## src/design/bde_pkg.sv

```systemverilog
`default_nettype none

package bde_pkg;

    // Field widths of the streaming items.
    localparam int WORD_W   = 64;
    localparam int LEN_W    = 6;
    localparam int CNT_W    = 4;
    localparam int LEFT_W   = 7;
    localparam int CELL_W   = 6;

    // Defaults for the top-level parameters.
    localparam int MAX_EDITS_DEF  = 8;
    localparam int WORD_BASES_DEF = 32;

    // Reset value of the edit limit register.
    localparam logic [CNT_W-1:0] MAX_EDITS_RST = 4'd3;

    // One job after masking and length clamping.
    typedef struct packed {
        logic [WORD_W-1:0] w1;
        logic [WORD_W-1:0] w2;
        logic [LEN_W-1:0]  l1;
        logic [LEN_W-1:0]  l2;
        logic              left;
    } job_t;

    // One band cell: matched total and bases used from each word.
    typedef struct packed {
        logic [CELL_W-1:0] t;
        logic [CELL_W-1:0] u1;
        logic [CELL_W-1:0] u2;
    } cell_t;

    // Request to the match-run unit.
    typedef struct packed {
        logic [CELL_W-1:0]        u1;
        logic [CELL_W-1:0]        u2;
        logic signed [LEFT_W-1:0] r1;
        logic signed [LEFT_W-1:0] r2;
    } mreq_t;

    // Result of one job.
    typedef struct packed {
        logic [CNT_W-1:0]         edit_count;
        logic signed [LEFT_W-1:0] w1_left;
    } result_t;

endpackage

`default_nettype wire

```

## src/design/banded_dna_edit_distance_unit.sv

```systemverilog
// Banded DNA edit distance unit.
// Input channel s_*: one transfer carries two 2-bit packed words of up to 32
// bases with their lengths; s_tuser selects left (MSB) or right (LSB) packing.
// Output channel m_*: one transfer per input carries the edit count and the
// number of first-word bases left unmatched (-1 when no alignment was found).
// Register max_edits is written through max_edits_we / max_edits_wdata while
// the unit is idle; the user must keep to this, as the unit does not enforce it.
// It resets to 3 and values above MAX_EDITS act as MAX_EDITS. Equal words and
// over-long length gaps are settled by the length check alone. Otherwise the
// length check is followed by row zero and then by each band cell in turn (band
// read, neighbor select, shift and compare, zero count); row zero skips the read
// and select. Rows 1 to max_edits+1 hold (max_edits+1)*(max_edits+3) cells, each
// through the shared match-run unit and single band memory read port in turn,
// ending early at the first cell past row zero that finishes the second word.
// One item is processed at a time; s_tready is low while it runs. A finished
// result waits in the output register while m_tready is low, and the next
// input can be taken meanwhile; a second finished result then holds the
// sequencer and s_tready stays low. Reset clears all control state and empties
// the output register.
`default_nettype none

module banded_dna_edit_distance_unit
    import bde_pkg::*;
#(
    parameter int MAX_EDITS  = MAX_EDITS_DEF,
    parameter int WORD_BASES = WORD_BASES_DEF
)
(
    input  wire logic             clk,
    input  wire logic             rst_n,
    // Configuration write.
    input  wire logic             max_edits_we,
    input  wire logic [CNT_W-1:0] max_edits_wdata,
    // Input stream.
    input  wire logic             s_tvalid,
    output logic                  s_tready,
    // w1_bases[63:0], w1_len[69:64], w2_bases[133:70], w2_len[139:134], zero fill
    input  wire logic [143:0]     s_tdata,
    // msb_align[0]
    input  wire logic             s_tuser,
    // Output stream.
    output logic                  m_tvalid,
    input  wire logic             m_tready,
    // edit_count[3:0], w1_left[10:4], zero fill
    output logic [15:0]           m_tdata
);

    localparam int SH_W = LEN_W + 1;

    logic [CNT_W-1:0] max_edits_reg;
    job_t             job_reg;
    job_t             job_in;
    logic             m_tvalid_reg;
    result_t          out_reg;
    logic             seq_idle;
    logic             seq_done;
    result_t          seq_res;
    logic             ack;
    logic             s_xfer;

    // Clamp a length to the word size.
    function automatic logic [LEN_W-1:0] clamp_len(input logic [LEN_W-1:0] len);
        if (SH_W'(len) > SH_W'(WORD_BASES))
            return LEN_W'(WORD_BASES);
        return len;
    endfunction

    // Clear the bits beyond a word's length.
    function automatic logic [WORD_W-1:0] mask_word(input logic [WORD_W-1:0] w,
                                                    input logic [LEN_W-1:0] len,
                                                    input logic left);
        logic [SH_W:0] keep;
        keep = {1'b0, len, 1'b0};
        if (len == '0)
            return '0;
        if (len >= LEN_W'(32))
            return w;
        if (left)
            return w & ({WORD_W{1'b1}} << ((SH_W+1)'(WORD_W) - keep));
        return w & ~({WORD_W{1'b1}} << keep);
    endfunction

    // Unpack and mask the incoming item.
    always_comb
    begin
        job_in.l1   = clamp_len(s_tdata[69:64]);
        job_in.l2   = clamp_len(s_tdata[139:134]);
        job_in.left = s_tuser;
        job_in.w1   = mask_word(s_tdata[63:0], job_in.l1, s_tuser);
        job_in.w2   = mask_word(s_tdata[133:70], job_in.l2, s_tuser);
    end

    assign s_tready = seq_idle;
    assign s_xfer   = s_tvalid && s_tready;
    assign ack      = seq_done && (!m_tvalid_reg || m_tready);

    bde_seq #(
        .MAX_EDITS (MAX_EDITS)
    ) u_seq (
        .clk       (clk),
        .rst_n     (rst_n),
        .start     (s_xfer),
        .job       (job_reg),
        .max_edits (max_edits_reg),
        .ack       (ack),
        .idle      (seq_idle),
        .done      (seq_done),
        .res       (seq_res)
    );

    // Configuration register and output valid.
    always_ff @(posedge clk or negedge rst_n)
    begin
        if (!rst_n)
        begin
            max_edits_reg <= MAX_EDITS_RST;
            m_tvalid_reg  <= 1'b0;
        end
        else
        begin
            if (max_edits_we)
                max_edits_reg <= max_edits_wdata;
            if (ack)
                m_tvalid_reg <= 1'b1;
            else if (m_tready)
                m_tvalid_reg <= 1'b0;
        end
    end

    // Job and result payload registers.
    always_ff @(posedge clk)
    begin
        if (s_xfer)
            job_reg <= job_in;
        if (ack)
            out_reg <= seq_res;
    end

    assign m_tvalid = m_tvalid_reg;
    assign m_tdata  = {5'b0, out_reg.w1_left, out_reg.edit_count};

endmodule

`default_nettype wire

```

## src/design/bde_match.sv

```systemverilog
`default_nettype none

// Match-run unit: shifts both words past the used bases, compares them and
// counts the equal base pairs from the aligned end. The shift and
// compare are registered, the zero count is combinational from that register.
module bde_match
    import bde_pkg::*;
(
    input  wire logic                clk,
    input  wire logic [WORD_W-1:0]   w1,
    input  wire logic [WORD_W-1:0]   w2,
    input  wire logic                left,
    input  wire mreq_t               req,
    output logic [CELL_W-1:0]        run
);

    localparam int SH_W = CELL_W + 1;

    logic [WORD_W-1:0] s1;
    logic [WORD_W-1:0] s2;
    logic [SH_W-1:0]   sh1;
    logic [SH_W-1:0]   sh2;
    logic              none;
    logic [CELL_W-1:0] lim;

    logic [WORD_W-1:0] x_reg;
    logic [CELL_W-1:0] lim_reg;
    logic              none_reg;
    logic              left_reg;

    logic [WORD_W-1:0] xr;
    logic [SH_W-1:0]   tz;
    logic [CELL_W-1:0] k;

    // Shift both words by the bases already used.
    always_comb
    begin
        sh1 = {req.u1, 1'b0};
        sh2 = {req.u2, 1'b0};
        if (req.u1 >= CELL_W'(32))
            s1 = '0;
        else if (left)
            s1 = w1 << sh1;
        else
            s1 = w1 >> sh1;
        if (req.u2 >= CELL_W'(32))
            s2 = '0;
        else if (left)
            s2 = w2 << sh2;
        else
            s2 = w2 >> sh2;
        none = (req.r1 <= 0) || (req.r2 <= 0);
        if (req.r1 < req.r2)
            lim = req.r1[CELL_W-1:0];
        else
            lim = req.r2[CELL_W-1:0];
    end

    // Compare stage register.
    always_ff @(posedge clk)
    begin
        x_reg    <= s1 ^ s2;
        lim_reg  <= lim;
        none_reg <= none;
        left_reg <= left;
    end

    // Count equal pairs from the aligned end.
    always_comb
    begin
        for (int i = 0; i < WORD_W; i++)
        begin
            xr[i] = left_reg ? x_reg[WORD_W-1-i] : x_reg[i];
        end
        tz = SH_W'(WORD_W);
        for (int i = WORD_W - 1; i >= 0; i--)
        begin
            if (xr[i])
                tz = SH_W'(i);
        end
        k = tz[SH_W-1:1];
        if (none_reg)
            run = '0;
        else if (x_reg == '0)
            run = lim_reg;
        else if (k < lim_reg)
            run = k;
        else
            run = lim_reg;
    end

endmodule

`default_nettype wire

```

## src/design/bde_seq.sv

```systemverilog
`default_nettype none

// Band sequencer: walks the diagonal band one cell at a time, keeps the
// previous and current rows in a small two-row memory and feeds the shared
// match-run unit.
module bde_seq
    import bde_pkg::*;
#(
    parameter int MAX_EDITS = MAX_EDITS_DEF
)
(
    input  wire logic             clk,
    input  wire logic             rst_n,
    input  wire logic             start,
    input  wire job_t             job,
    input  wire logic [CNT_W-1:0] max_edits,
    input  wire logic             ack,
    output logic                  idle,
    output logic                  done,
    output result_t               res
);

    localparam int D_W   = $clog2(MAX_EDITS + 2);
    localparam int COLS  = 2 * MAX_EDITS + 3;
    localparam int CW    = $clog2(COLS);
    localparam int DEPTH = 2 ** (CW + 1);
    localparam int CMP_W = 8;

    localparam logic [2:0] S_IDLE = 3'd0;
    localparam logic [2:0] S_CHK  = 3'd1;
    localparam logic [2:0] S_RD   = 3'd2;
    localparam logic [2:0] S_DAT  = 3'd3;
    localparam logic [2:0] S_M1   = 3'd4;
    localparam logic [2:0] S_M2   = 3'd5;
    localparam logic [2:0] S_DONE = 3'd6;

    logic [2:0]        state_reg, state_next;
    logic [D_W-1:0]    d_reg, d_next;
    logic [CW-1:0]     c_reg, c_next;
    logic [D_W-1:0]    md_reg, md_next;
    logic [CW-1:0]     center_reg, center_next;
    logic [LEN_W-1:0]  short_reg, short_next;
    cell_t             a_reg, a_next, b_reg, b_next, nx_reg, nx_next;
    logic              av_reg, av_next, bv_reg, bv_next, nxv_reg, nxv_next;
    cell_t             cur_reg, cur_next;
    result_t           res_reg, res_next;

    cell_t             mem [DEPTH];
    cell_t             rdata_reg;
    logic              wr_en;
    logic [CW:0]       wr_addr;
    logic              rd_en;
    logic [CW:0]       rd_addr;
    cell_t             wr_cell;

    mreq_t             req;
    logic [CELL_W-1:0] run;

    logic [D_W-1:0]    md_c;
    logic [LEN_W-1:0]  gap;
    logic              last_col;
    logic [CELL_W-1:0] tn, u1n, u2n;
    logic signed [LEFT_W-1:0] r1n, r2n;
    logic              fin;
    cell_t             sel;
    logic              have;
    logic [CW-1:0]     c_start;

    // Shared match-run unit.
    bde_match u_match
    (
        .clk  (clk),
        .w1   (job.w1),
        .w2   (job.w2),
        .left (job.left),
        .req  (req),
        .run  (run)
    );

    always_comb
    begin
        req.u1 = cur_reg.u1;
        req.u2 = cur_reg.u2;
        req.r1 = LEFT_W'(job.l1) - LEFT_W'(cur_reg.u1);
        req.r2 = LEFT_W'(job.l2) - LEFT_W'(cur_reg.u2);
    end

    // Two-row band memory with a registered read port.
    always_ff @(posedge clk)
    begin
        if (wr_en)
            mem[wr_addr] <= wr_cell;
        if (rd_en)
            rdata_reg <= mem[rd_addr];
    end

    // Values derived for the current cell.
    always_comb
    begin
        if (CMP_W'(max_edits) > CMP_W'(MAX_EDITS))
            md_c = D_W'(MAX_EDITS);
        else
            md_c = D_W'(max_edits);
        if (job.l1 > job.l2)
            gap = job.l1 - job.l2;
        else
            gap = job.l2 - job.l1;

        tn  = cur_reg.t + run;
        u1n = cur_reg.u1 + run;
        u2n = cur_reg.u2 + run;
        r1n = LEFT_W'(job.l1) - LEFT_W'(u1n);
        r2n = LEFT_W'(job.l2) - LEFT_W'(u2n);
        fin = (d_reg != '0) && (r2n <= 0)
              && (CMP_W'(tn) + CMP_W'(d_reg) >= CMP_W'(short_reg));
        last_col = (CMP_W'(c_reg) == CMP_W'(center_reg) + CMP_W'(d_reg));
        c_start  = CW'(CMP_W'(center_reg) - CMP_W'(d_reg) - CMP_W'(1));

        // Best neighbor of the row above.
        have = 1'b0;
        sel  = '0;
        if (bv_reg)
        begin
            sel.t  = b_reg.t;
            sel.u1 = b_reg.u1 + CELL_W'(1);
            sel.u2 = b_reg.u2 + CELL_W'(1);
            have   = 1'b1;
        end
        if (av_reg && (!have || a_reg.t > sel.t))
        begin
            sel.t  = a_reg.t;
            sel.u1 = a_reg.u1 + CELL_W'(1);
            sel.u2 = a_reg.u2;
            have   = 1'b1;
        end
        if (nxv_reg && (!have || rdata_reg.t > sel.t))
        begin
            sel.t  = rdata_reg.t;
            sel.u1 = rdata_reg.u1;
            sel.u2 = rdata_reg.u2 + CELL_W'(1);
        end
    end

    // Sequencer.
    always_comb
    begin
        state_next  = state_reg;
        d_next      = d_reg;
        c_next      = c_reg;
        md_next     = md_reg;
        center_next = center_reg;
        short_next  = short_reg;
        a_next      = a_reg;
        av_next     = av_reg;
        b_next      = b_reg;
        bv_next     = bv_reg;
        nx_next     = nx_reg;
        nxv_next    = nxv_reg;
        cur_next    = cur_reg;
        res_next    = res_reg;
        wr_en       = 1'b0;
        wr_addr     = {d_reg[0], c_reg};
        wr_cell     = '{t: tn, u1: u1n, u2: u2n};
        rd_en       = 1'b0;
        rd_addr     = {~d_reg[0], CW'(CMP_W'(c_reg) + CMP_W'(1))};

        unique case (state_reg)
            S_IDLE:
            begin
                if (start)
                    state_next = S_CHK;
            end
            S_CHK:
            begin
                md_next     = md_c;
                center_next = CW'(CMP_W'(md_c) + CMP_W'(1));
                short_next  = (job.l1 < job.l2) ? job.l1 : job.l2;
                d_next      = '0;
                c_next      = CW'(CMP_W'(md_c) + CMP_W'(1));
                cur_next    = '0;
                if (job.w1 == job.w2 && job.l1 == job.l2)
                begin
                    res_next   = '{edit_count: '0, w1_left: '0};
                    state_next = S_DONE;
                end
                else if (CMP_W'(gap) > CMP_W'(md_c))
                begin
                    res_next.edit_count = CNT_W'(CMP_W'(md_c) + CMP_W'(1));
                    res_next.w1_left    = -LEFT_W'(1);
                    state_next          = S_DONE;
                end
                else
                    state_next = S_M1;
            end
            S_RD:
            begin
                // The next column is in the row above's band unless at its end.
                nxv_next = (CMP_W'(c_reg) + CMP_W'(1)
                            < CMP_W'(center_reg) + CMP_W'(d_reg));
                rd_en    = 1'b1;
                state_next = S_DAT;
            end
            S_DAT:
            begin
                nx_next    = rdata_reg;
                cur_next   = sel;
                state_next = S_M1;
            end
            S_M1:
            begin
                state_next = S_M2;
            end
            S_M2:
            begin
                wr_en = 1'b1;
                if (fin)
                begin
                    res_next.edit_count = CNT_W'(d_reg);
                    res_next.w1_left    = r1n;
                    state_next          = S_DONE;
                end
                else if (d_reg == '0 || last_col)
                begin
                    if (CMP_W'(d_reg) == CMP_W'(md_reg) + CMP_W'(1))
                    begin
                        res_next.edit_count = CNT_W'(CMP_W'(md_reg) + CMP_W'(1));
                        res_next.w1_left    = -LEFT_W'(1);
                        state_next          = S_DONE;
                    end
                    else
                    begin
                        d_next     = d_reg + D_W'(1);
                        c_next     = c_start;
                        av_next    = 1'b0;
                        bv_next    = 1'b0;
                        state_next = S_RD;
                    end
                end
                else
                begin
                    c_next     = c_reg + CW'(1);
                    a_next     = b_reg;
                    av_next    = bv_reg;
                    b_next     = nx_reg;
                    bv_next    = nxv_reg;
                    state_next = S_RD;
                end
            end
            S_DONE:
            begin
                if (ack)
                    state_next = S_IDLE;
            end
            default:
            begin
                state_next = S_IDLE;
            end
        endcase
    end

    // Control registers.
    always_ff @(posedge clk or negedge rst_n)
    begin
        if (!rst_n)
        begin
            state_reg <= S_IDLE;
            av_reg    <= 1'b0;
            bv_reg    <= 1'b0;
            nxv_reg   <= 1'b0;
        end
        else
        begin
            state_reg <= state_next;
            av_reg    <= av_next;
            bv_reg    <= bv_next;
            nxv_reg   <= nxv_next;
        end
    end

    // Working registers.
    always_ff @(posedge clk)
    begin
        d_reg      <= d_next;
        c_reg      <= c_next;
        md_reg     <= md_next;
        center_reg <= center_next;
        short_reg  <= short_next;
        a_reg      <= a_next;
        b_reg      <= b_next;
        nx_reg     <= nx_next;
        cur_reg    <= cur_next;
        res_reg    <= res_next;
    end

    assign idle = (state_reg == S_IDLE);
    assign done = (state_reg == S_DONE);
    assign res  = res_reg;

endmodule

`default_nettype wire
```

## config.mk

```make
export PLATFORM = sky130hd
export DESIGN_NAME = banded_dna_edit_distance_unit
export DESIGN_NICKNAME = d
export VERILOG_FILES = /design/src/design/bde_pkg.sv /design/src/design/banded_dna_edit_distance_unit.sv /design/src/design/bde_match.sv /design/src/design/bde_seq.sv
export SDC_FILE = /design/constraint.sdc
export NUM_CORES = 2
export LEC_CHECK = 0
export BUFFER_PORTS_ARGS = -buffer_cell sky130_fd_sc_hd__buf_2
export CAP_MARGIN = 20
export CORE_MARGIN = 4
export CORE_UTILIZATION = 40
export CTS_CLUSTER_DIAMETER = 60
export DETAILED_ROUTE_END_ITERATION = 8
export PLACE_DENSITY = 0.58
export REMOVE_ABC_BUFFERS = 1
export SYNTH_ARGS = -nofsm -noshare
export SYNTH_HDL_FRONTEND = slang
export SYNTH_SLANG_ARGS = --single-unit
```

## constraint.sdc

```tcl
create_clock -name clk -period 13.3 [get_ports clk]
set_clock_uncertainty 0.05 [all_clocks]
set_input_delay 2.66 -clock clk [delete_from_list [all_inputs] [get_ports clk]]
set_output_delay 2.66 -clock clk [all_outputs]
set_load 0.03 [all_outputs]
```

# Yosys cells after proc, flatten, opt, wreduce, memory -nomap -nowiden

Memory sizes are Yosys's and may differ from the RTL's. A register that Yosys moved wholly into a read port is not among the register bits.
Index checks and enable logic that the tools add are counted.
W data, S select, Z words.

Flip-flop bits (word level): 342
Latch bits: 0
RAM bits: 1152
Memory bits (read-only): 0
Input bits: 154
Output and inout bits: 18
Logic and storage cells: 353
Memories kept: 1

Memories:

| memory    | words | bits a word | rd ports | clocked after Yosys merged registers in | write ports | RTL line      | source |
|---|---|---|---|---|---|---|---|
| u_seq.mem | 64    | 18          | 1        | 1                                       | 1           | bde_seq.sv:48 | `cell_t mem [DEPTH];` |

Add/sub/neg operators: 24
Multipliers: 0
Divide/modulo/power cells: 0
Order comparisons: 19
Equality and inequality tests: 20
Shifts and indexed selects: 8
Multiplexer cells: 205
Bitwise logic cells: 10
Reductions and logical operators: 30

Operators by type and width:

| cell                    | count |
|---|---|
| $mux W64                | 16 |
| $mux W7                 | 64 |
| $and A64 B64 Y64        | 4 |
| $not A64 Y64            | 2 |
| $shl A64 B7 Y64         | 2 |
| $shl A64 B7 Y64 const A | 2 |
| $shl A64 B8 Y64 const A | 2 |
| $shr A64 B7 Y64         | 2 |
| $mux W1                 | 88 |
| $eq A64 B64 Y1          | 1 |
| $logic_not A64 Y1       | 1 |
| $xor A64 B64 Y64        | 1 |
| $mux W6                 | 10 |
| $mux W11                | 5 |
| $mux W18                | 3 |
| $pmux W18 S2            | 1 |
| $sub A6 B6 Y7           | 4 |
| $add A6 B1 Y6 const B   | 4 |
| $ge A6 B6 Y1 const B    | 4 |
| $pmux W11 S2            | 1 |
| $le A7 B1 Y1 const B    | 3 |
| $pmux W3 S7             | 1 |
| $add A6 B6 Y6           | 3 |
| $gt A6 B6 Y1            | 3 |
| other kinds (45)        | 89 |

# Logic depth before layout (Yosys ltp)

Word-level depth: 76
Gate-level depth with buffers: 35

# Hierarchy

From an unflattened synthesis, not the netlist that was laid out.

Cells, all modules: 5824
Area total of the unflattened synthesis: 79055.8 µm²

By module, submodules not included:

| module                        | times used | cells an instance | area an instance (µm²) | sequential area each (µm²) |
|---|---|---|---|---|
| bde_seq                       | 1          | 3014              | 54020.6                | 38496.9 |
| bde_match                     | 1          | 2060              | 16849.9                | 1441.4 |
| banded_dna_edit_distance_unit | 1          | 750               | 8185.4                 | 4692.0 |

# Worst setup path after synthesis

OpenSTA, ideal clock, no wires.

Kind: register to register
From: register u_seq.u_match.left_reg
To: register u_seq.a_reg[0] (netlist bit), enable pin
Setup time: 0.391 ns
Arrival time: 9.018 ns
Path slack: 3.841 ns
Cell stages (with the launch flop): 32
Clock period less this slack: 9.459 ns
Cells stage by stage: dfxtp_1 buf_6 buf_8 or3b_1 and2_4 nor4_4 o31ai_1 a211oi_1 o31ai_1 nor3b_1 ha_1 a21o_1 a21o_1 a211oi_1 o21a_1 nand3_2 mux2i_1 or2_2 fa_1 xnor2_1 ha_1 nor2b_1 o21ai_0 nand2b_1 xor2_1 ha_1 a211oi_1 o21ai_0 a211oi_1 nor3_2 or3_4 inv_1

Elaborated cells on any way between the ends: 142
Those cells by class: add/sub: 4; order compare: 3; mux: 131; bitwise: 1; reduce/logical: 3

RTL lines:

| what                          | RTL line        | source |
|---|---|---|
| start, declared               | bde_match.sv:29 | `logic left_reg;` |
| start signal, assigned        | bde_match.sv:65 | `left_reg <= left;` |
| $mux W1                       | bde_match.sv:73 | `xr[i] = left_reg ? x_reg[WORD_W-1-i] : x_reg[i];` |
| $mux W7 (63 in a row)         | bde_match.sv:78 | `if (xr[i])` |
| $mux W7 *                     | bde_match.sv:78 |  |
| $lt A6 B6 Y1                  | bde_match.sv:86 | `else if (k < lim_reg)` |
| $mux W6 *                     | bde_match.sv:86 |  |
| $mux W6 *                     | bde_match.sv:84 | `else if (x_reg == '0)` |
| $mux W6 *                     | bde_match.sv:82 | `if (none_reg)` |
| $add A6 B6 Y6 *               | bde_seq.sv:109  | `tn = cur_reg.t + run;` |
| named net u_seq.tn[2]         | bde_seq.sv:62   | `logic [CELL_W-1:0] tn, u1n, u2n;` |
| $add A6 B4 Y7 *               | bde_seq.sv:115  | `&& (CMP_W'(tn) + CMP_W'(d_reg) >= CMP_W'(short_reg));` |
| $ge A8 B6 Y1 *                | bde_seq.sv:115  |  |
| $logic_and A1 B1 Y1 *         | bde_seq.sv:115  |  |
| $not A1 Y1 (no line) *        | -               |  |
| $reduce_and A3 Y1 (no line) * | -               |  |
| end signal, assigned          | bde_seq.sv:288  | `a_reg <= a_next;` |
| end, declared                 | bde_seq.sv:43   | `cell_t a_reg, a_next, b_reg, b_next, nx_reg, nx_next;` |

The timed path passes the listed nets; every way through them passes the cells marked *.
A chain may end at the register's enable or synchronous reset.

# Worst setup path after layout

From: register u_seq.u_match.left_reg
To: register u_seq.b_reg[0] (netlist bit), enable pin

Elaborated cells on any way between the ends: 142
Those cells by class: add/sub: 4; order compare: 3; mux: 131; bitwise: 1; reduce/logical: 3

RTL lines:

| what                          | RTL line        | source |
|---|---|---|
| $mux W1                       | bde_match.sv:73 |  |
| $mux W7 (63 in a row)         | bde_match.sv:78 |  |
| $mux W7 *                     | bde_match.sv:78 |  |
| $lt A6 B6 Y1                  | bde_match.sv:86 |  |
| $mux W6 *                     | bde_match.sv:86 |  |
| $mux W6 *                     | bde_match.sv:84 |  |
| $mux W6 *                     | bde_match.sv:82 |  |
| $add A6 B6 Y6 *               | bde_seq.sv:109  |  |
| named net u_seq.tn[1]         | bde_seq.sv:62   |  |
| $add A6 B4 Y7 *               | bde_seq.sv:115  |  |
| $ge A8 B6 Y1 *                | bde_seq.sv:115  |  |
| $logic_and A1 B1 Y1 *         | bde_seq.sv:115  |  |
| $not A1 Y1 (no line) *        | -               |  |
| $reduce_and A3 Y1 (no line) * | -               |  |
| end signal, assigned          | bde_seq.sv:289  | `b_reg <= b_next;` |
| end, declared                 | bde_seq.sv:43   |  |

Marks and branches as above.

==> run metrics <==
outcome finished clean; port bufs 162; first-pass GRT wire length approximately 370 mm; initial antenna violation count 5; Reg2Reg Depth 34; CP Launch Type flip-flop; leakage power approximately 30 nW; Worst VDD drop approximately 0.00022 V; synth top area cells edfxtp_1 55%, mux4_2 14%, nor2_1 3.1%; Ports between 150 and 200; average wire per standard cell a little under 30 um; Mapped Cells 5909; vias in the first global route between 50000 and 60000; grt total ovfl 0; max-cap viol count 0; crit path max fanout 66; WL final ~260 mm; share of cells above drive strength 1 between 20% and 30%; worst hold stages 0; Clock Latency Late Sink ~0.84 ns; PostCTS Resize Cnt 0; CTS max path bufs 3; height of the die around 450 um; Synth top area share roughly 55%; Largest register FFs around 1200; register area share after synthesis 57.1%; netlist area before placement just under 80000 um^2; Hold Crit Start u_seq.nx_reg[10]; Fmax roughly 0.11 GHz; Remaining DRCs 0; total number of vias around 52000; CP Buf/Inv Count 7; reg2reg start u_seq.u_match.left_reg; flop-to-flop setup slack around 3.8 ns; Synth area leader edfxtp_1; drt first pass iters 8; Cell variety after synth between 90 and 100; most common library cells after synthesis 1429 x edfxtp_1, 644 x nor2_1, 547 x nand2_1, 481 x mux4_2, 325 x a21oi_1; final hold vios 0; r2r endpoint u_seq.b_reg[0]; post-placement cell count between 8000 and 9000; final antenna-violating net count 0; Mean Syn Cell Area 13.2 um^2; die area approximately 200000 um^2; Least-Margin Pin Slew roughly 1.2 ns; Max Slew Vio Count 0; Placement Setup Slack around 3.8 ns; Area Overhead vs Synth 12.2%; Post-synth EDFFs between 1000 and 1500; FF+latch count, synth 1512; # rows around 160; initial drt markers roughly 5300; pwr dens 237 nW/um^2; Crit path max-delay family compound AO/OA/AOI/OAI gates; H-tree levels 4; core region area between 150000 and 200000 um^2; slew margin rel. 18.3%; ys async rst share 0.728%; # Post-CTS Setup Buffers 0; hold crit path type reg -> reg; Final period util between 70% and 80%; Sink Count around 1500; critical path type reg -> reg; WP data required ~14 ns; CTS root buf clkbuf_16; CTS Hold Buffers Added 0; TritonCTS clock tree done; crit path max-delay cell type nor3b_1; ratio of routed vias to standard cells approximately 6; kind of end point of the critical path flip-flop; Worst Path Arrival about 9.9 ns; chip width ~450 um; nets 6310; hold worst-path end u_seq.b_reg[10]; largest net degree at the start of global routing 140; Starting Density between 40% and 50%; Tmin final roughly 9.5 ns; RSZ-0062 raised after global routing no; setup ws final 3.80 ns; ys flop type edfxtp_1; CTS Buf Count between 150 and 200; GPL Wtd Cong 0.973; Tot GR Track Use around a quarter; HPWL Detailed between 150 and 200 mm; # setup viols final 0; synth warn 0; Largest stage delay, worst path roughly 0.63 ns; non-filler instance count after layout between 8000 and 9000; most common cell in the netlist edfxtp_1; register clock-pin slew on the reported worst setup and hold paths 0.06 ns
-- cell type report --
class / instances / area [um^2]
fillers: 17400 / 106000
flip-flops and latches: 1512 / 44600
multi-input cells: 3830 / 31400
clock buffers: 191 / 4180
well taps: 2526 / 3160
repair buffers: 351 / 2440
clock inverters: 107 / 1150
inverters: 172 / 653
diodes: 8 / 20.0
-- worst max path at each step --
stage,start,to,slack [ns],depth (start not counted)
finish,u_seq.u_match.left_reg,u_seq.b_reg[0],3.80,34
global route,u_seq.u_match.left_reg,u_seq.b_reg[0],3.16,33
CTS,u_seq.u_match.left_reg,u_seq.b_reg[0],3.77,34
detailed placement,u_seq.u_match.left_reg,u_seq.a_reg[5],3.83,34
global placement,u_seq.u_match.left_reg,u_seq.a_reg[4],3.83,34
floorplan,u_seq.c_reg[0],u_seq.nxv_reg,-7.73,11
-- power breakdown --
part | switching, mW | leakage, nW | internal, mW | total, mW
sequential | 0.493 | 13.7 | 6.24 | 6.73
combinational | 6.19 | 14.0 | 3.38 | 9.57
clock | 1.89 | 2.58 | 2.60 | 4.49
-- placed cells by master (no fill, tap or decap), types with 57 or more instances in the layout --
| cell type | n |
|---|---|
| and2_1 | 65 |
| nand3_1 | 57 |
| o21ai_0 | 196 |
| o22ai_1 | 61 |
| inv_1 | 154 |
| a21oi_1 | 325 |
| xnor2_1 | 110 |
| ha_1 | 114 |
| xor2_1 | 78 |
| buf_2 | 162 |
| a211oi_1 | 67 |
| buf_4 | 170 |
| mux2i_1 | 198 |
| dfxtp_1 | 71 |
| a31oi_1 | 82 |
| nand2_1 | 547 |
| and3_1 | 85 |
| nor3_1 | 117 |
| clkbuf_16 | 162 |
| nor2_1 | 610 |
| mux4_2 | 481 |
| edfxtp_1 | 1429 |
-- logic make-up after synthesis --
group / count (synthesis) / synth area share [%]
other: 1 / 0.00480
xor gates and xnor gates: 198 / 2.23
adders and majority gates: 129 / 2.17
DFF: 1512 / 57.1
and+or+nand+nor: 1767 / 10.3
muxes: 718 / 17.0
buffers and inverters: 572 / 3.01
AOI/OAI and AO/OA: 1012 / 8.16
-- worst reg2reg max path, delay by kind of cell, from the launching register on --
kind / cells / cell delay (ns)
flip-flops: 1 / 0.31
AND/OR/NAND/NOR: 7 / 1.91
buffers and inverters: 7 / 1.81
adder cells (fa/ha/maj): 5 / 1.74
AO/OA/AOI/OAI: 14 / 3.12
XOR/XNOR: 1 / 0.15
-- routing by layer --
layer / GRT usage [%] / routed length [um] / up-vias / share of wire [%]
li1: - / - / 23000 / -
met5: 0 / 0 / - / 0
met2: 41.5 / 127000 / 2199 / 49
met1: 30.6 / 97100 / 26600 / 38
met3: 3.45 / 14900 / 595 / 5.8
met4: 16.2 / 19100 / 0 / 7.4
-- stage by stage --
step	TNS [ns]	power (mW)	util, %	instance area, um^2	hold WS, ns
final	0	20.8	45.3	87700	0.359
after global routing	0	21.8	45.3	87700	0.370
after CTS	0	20.9	45.2	87500	0.360
after detailed placement	0	16.4	42.5	82200	0.355
after global placement	0	16.3	42.4	82100	0.351
after floorplan	-731.25	13.9	-	76500	0.350
No activity file was read; power rests on OpenSTA's default activity.
